## src/design/sce_pkg.sv

```systemverilog
// Shared types and constants for the seam cumulative energy block.
// No dependencies; imported by the output queue and the top level.
package sce_pkg;

	localparam int ENERGY_W = 8;
	localparam int COST_W = 16;
	localparam int LEN_W = 11;
	localparam int LEN_RESET = 1024;
	localparam logic [COST_W-1:0] COST_MAX = '1;

	// Output queue geometry; four entries cover the compute stage plus a full
	// round trip of the downstream ready.
	localparam int FIFO_DEPTH = 4;
	localparam int FIFO_AW = 2;
	localparam int FIFO_CW = 3;

	typedef struct packed {
		logic line_end;
		logic [COST_W-1:0] path_cost;
	} sce_result_t;

endpackage

```

## src/design/sce_out_fifo.sv

```systemverilog
// Small result queue between the compute stage and the output channel.
// Depends on sce_pkg for the result type and queue geometry.
module sce_out_fifo (
	input  logic                          clk,
	input  logic                          arst_n,
	input  logic                          push,
	input  sce_pkg::sce_result_t          push_data,
	input  logic                          pop_ready,
	output logic                          out_valid,
	output sce_pkg::sce_result_t          out_data,
	output logic [sce_pkg::FIFO_CW-1:0]   count
);
	import sce_pkg::*;

	sce_result_t       entry_q [FIFO_DEPTH];
	logic [FIFO_AW-1:0] wr_ptr_q;
	logic [FIFO_AW-1:0] rd_ptr_q;
	logic [FIFO_CW-1:0] count_q;
	logic               pop;

	assign out_valid = (count_q != '0);
	assign out_data = entry_q[rd_ptr_q];
	assign count = count_q;
	assign pop = out_valid && pop_ready;

	always_ff @(posedge clk or negedge arst_n) begin
		if (!arst_n) begin
			wr_ptr_q <= '0;
			rd_ptr_q <= '0;
			count_q <= '0;
		end else begin
			if (push) begin
				wr_ptr_q <= wr_ptr_q + FIFO_AW'(1);
			end
			if (pop) begin
				rd_ptr_q <= rd_ptr_q + FIFO_AW'(1);
			end
			if (push && !pop) begin
				count_q <= count_q + FIFO_CW'(1);
			end else if (!push && pop) begin
				count_q <= count_q - FIFO_CW'(1);
			end
		end
	end

	always_ff @(posedge clk) begin
		if (push) begin
			entry_q[wr_ptr_q] <= push_data;
		end
	end

endmodule

```

## config.mk

```make
export PLATFORM = sky130hd
export DESIGN_NAME = sce_out_fifo
export DESIGN_NICKNAME = d
export VERILOG_FILES = /design/src/design/sce_pkg.sv /design/src/design/sce_out_fifo.sv
export SDC_FILE = /design/constraint.sdc
export NUM_CORES = 1
export LEC_CHECK = 0
export ABC_AREA = 1
export BUFFER_PORTS_ARGS = -buffer_cell sky130_fd_sc_hd__buf_2
export CELL_PAD_IN_SITES_DETAIL_PLACEMENT = 1
export CELL_PAD_IN_SITES_GLOBAL_PLACEMENT = 1
export CORE_MARGIN = 1.5
export CORE_UTILIZATION = 49
export CTS_CLUSTER_DIAMETER = 100
export DETAILED_ROUTE_END_ITERATION = 10
export PLACE_DENSITY_LB_ADDON = 0.1
export SLEW_MARGIN = 5
export SYNTH_ARGS = -nofsm -noshare
export SYNTH_HDL_FRONTEND = slang
export SYNTH_SLANG_ARGS = --single-unit
```

## constraint.sdc

```tcl
create_clock -name clk -period 3.4 [get_ports clk]
set_input_delay 0.17 -clock clk [delete_from_list [all_inputs] [get_ports clk]]
set_output_delay 0.17 -clock clk [all_outputs]
set_load 0.01 [all_outputs]
```

==> flow_metrics.tcl <==
set metrics [dict create \
    dieHeight_um 83.3 \
    drv_cap 0 \
    cts-buffers-inserted 9 \
    grt_pass1_vias 1989 \
    finalSetupTns_ns 0 \
    route.detailed.drc 0 \
    port_buffers 41 \
    design.die.area_um2 6950 \
    synth_flop_cell "edfxtp_1" \
    slowest_stage "inv_2" \
    start_util 0.504 \
    synth_seq_cells 75 \
    synth_edf_count 68 \
    antenna_found_initial 0 \
    layout_commonest_cell "nand2_1" \
    holdWs_ns 0.0350 \
    max_stage_delay_ns 0.82 \
    layout.nets 321 \
    slew_violations 0 \
    insertion_delay_ns 0.34 \
    ff2ff_path_depth 10 \
    layout-drive-gt1-share 0.211 \
    yosysUniqueCellTypes 18 \
    utilization 0.566 \
    r2r_end "count[2]$_DFFE_PN0P_" \
    synth_area_um2 3160 \
    crit_chain "inv_2 > nand2_1 > o211ai_1 > nand2_1 > buf_2" \
    p_total_mw 2.91 \
    rsz0062_at_grt "no" \
    hold_viol 0 \
    wire_per_inst_um 15.4 \
    critPathKind "reg -> out" \
    pin_count 42 \
    clock-sinks 75 \
    cp_num_buf_inv 2 \
    async_flop_share 0.0933 \
    fin_skew_ns 0.00517 \
    clk_pin_slew_ns 0.07 \
    cellLeakagePower_nw 1.53 \
    hp-class "in -> reg" \
    syn_to_final_growth_pct 12.3 \
    fillers 669 \
    crit_required_ns 3.23 \
    final_antenna_net_count 0 \
    mostFrequentLayoutCells "nand2_1 (71), edfxtp_1 (68), inv_1 (45)" \
    cts_tree "built" \
    relSlewSlack 0.244 \
    crit_arrival_ns 2.15 \
    vias_per_cell 5.05 \
    cp_max_fo 69 \
    path_common_cell "nand2_1" \
    cts_setup_buffers 0 \
    reg2reg_from "count[0]$_DFFE_PN0P_" \
    end_kind "primary output" \
    crit_family "buffers and inverters" \
    die_w_um 83.3 \
    synth_fp_nets 279 \
    cellPowerDensity_nw_per_um2 818 \
    htree_levels 3 \
    fmax_mhz 430 \
    wirelength_mm 5.78 \
    postSynthCellCount 252 \
    antenna_cells 0 \
    dr.first_iter.drc_count 51 \
    rrSetupSlack_ns 1.57 \
    period_share 0.684 \
    grt_max_degree 70 \
    hold_end "entry_q[0][5]$_DFFE_PP_" \
    setup_viol 0 \
    dp_hpwl_mm 3.67 \
    min_period_ns 2.32 \
    root_buffer "clkbuf_8" \
    grt_first_pass_wirelength_mm 9.69 \
    holdPathStages 1 \
    cts_buffer_depth 2 \
    worst_pin_slew_ns 1.13 \
    gp_congestion 0.770 \
    via_count 1894 \
    synth_warnings 0 \
    dr.pass1.iters 4 \
    min_from "push_data[5]" \
    status "complete, no violations" \
    rows 29 \
    ir_drop_mv 0.515 \
    grt-ovfl-total 0 \
    core_area_um2 6280 \
    ys_seq_area_frac 0.701 \
    grt.total_usage 0.187 \
    critPathLaunchType "register" \
    synth_area_per_cell_um2 12.6 \
]
cells in the mapped netlist (2+ instances only):
library cell,count,area (um^2)
ha_1,5,62.6
buf_6,3,33.8
dfrtp_1,7,175
nand2_1,71,267
inv_2,2,7.51
o211ai_1,25,188
inv_1,45,169
buf_2,7,35.0
o211ai_2,9,113
edfxtp_1,68,2040
nand3_1,3,15.0
what timing repair did:
item	4_1_cts	5_1_grt
hold endpoints to repair	7	0
gates resized for setup	0	0
hold buffers	1	0
kinds of logic after synthesis:
| logic type | Yosys count | share of synthesized area |
|---|---|---|
| and+or+nand+nor | 76 | 0.0922 |
| AOI/OAI and AO/OA | 35 | 0.0965 |
| xor gates and xnor gates | 2 | 0.00554 |
| buffers and inverters | 58 | 0.0787 |
| DFF | 75 | 0.701 |
| adders and majority gates | 6 | 0.0261 |
layout make-up:
cell class | instances | area (um^2) | area share
clock buffer | 12 | 135 | 0.0380
multi-input combinational | 119 | 697 | 0.196
tap | 77 | 96.3 | 0.0271
sequential | 75 | 2220 | 0.624
inverter | 47 | 176 | 0.0496
clock inverter | 3 | 16.3 | 0.00458
timing repair buffer | 42 | 215 | 0.0606
registers in the layout, indices dropped and copies added (netlist names):
name,flops
count,3
entry_q,68
rd_ptr_q,2
wr_ptr_q,2
layer usage:
layer  global-route usage  part of all wire  wire, um
met1                0.233              0.44      2570
met2                0.301              0.50      2860
met3               0.0368             0.035       201
met4                0.117             0.026       148
met5                    0                 0         0
through the flow:
stage	setup WS, ns	cells	instance area (um^2)
floorplan	1.66	252	3160
global placement	1.52	359	3390
detailed placement	1.47	359	3390
CTS	1.07	375	3550
global route	0.877	375	3550
finish	1.08	375	3550
report_power, final:
group          internal, mW  switching, mW  leakage [nW]  total (mW)
combinational         0.357          0.660         0.750        1.02
sequential             1.22          0.111         0.709        1.33
clock                 0.258          0.298        0.0739       0.556
worst reg2reg max path, cell delays in order, from the launching register on:
cell and delay [ns]:
dfrtp_1 0.43, nor2_1 0.13, nand2_1 0.13, nand2_1 0.12
ha_1 0.17, inv_1 0.07, fa_1 0.39, nand2_1 0.10
nand3_1 0.07, nand2_1 0.06, nand2_1 0.05
how the worst max path moves through the flow:
stage | depth (start not counted) | to | from
finish | 5 | out_data[4] | rd_ptr_q[0]$_DFFE_PN0P_
global route | 5 | out_data[4] | rd_ptr_q[0]$_DFFE_PN0P_
global placement | 5 | out_data[11] | rd_ptr_q[0]$_DFFE_PN0P_
floorplan | 10 | count[2]$_DFFE_PN0P_ | count[0]$_DFFE_PN0P_
CTS | 5 | out_data[4] | rd_ptr_q[0]$_DFFE_PN0P_
detailed placement | 5 | out_data[4] | rd_ptr_q[0]$_DFFE_PN0P_
No activity file was read; power rests on OpenSTA's default activity.
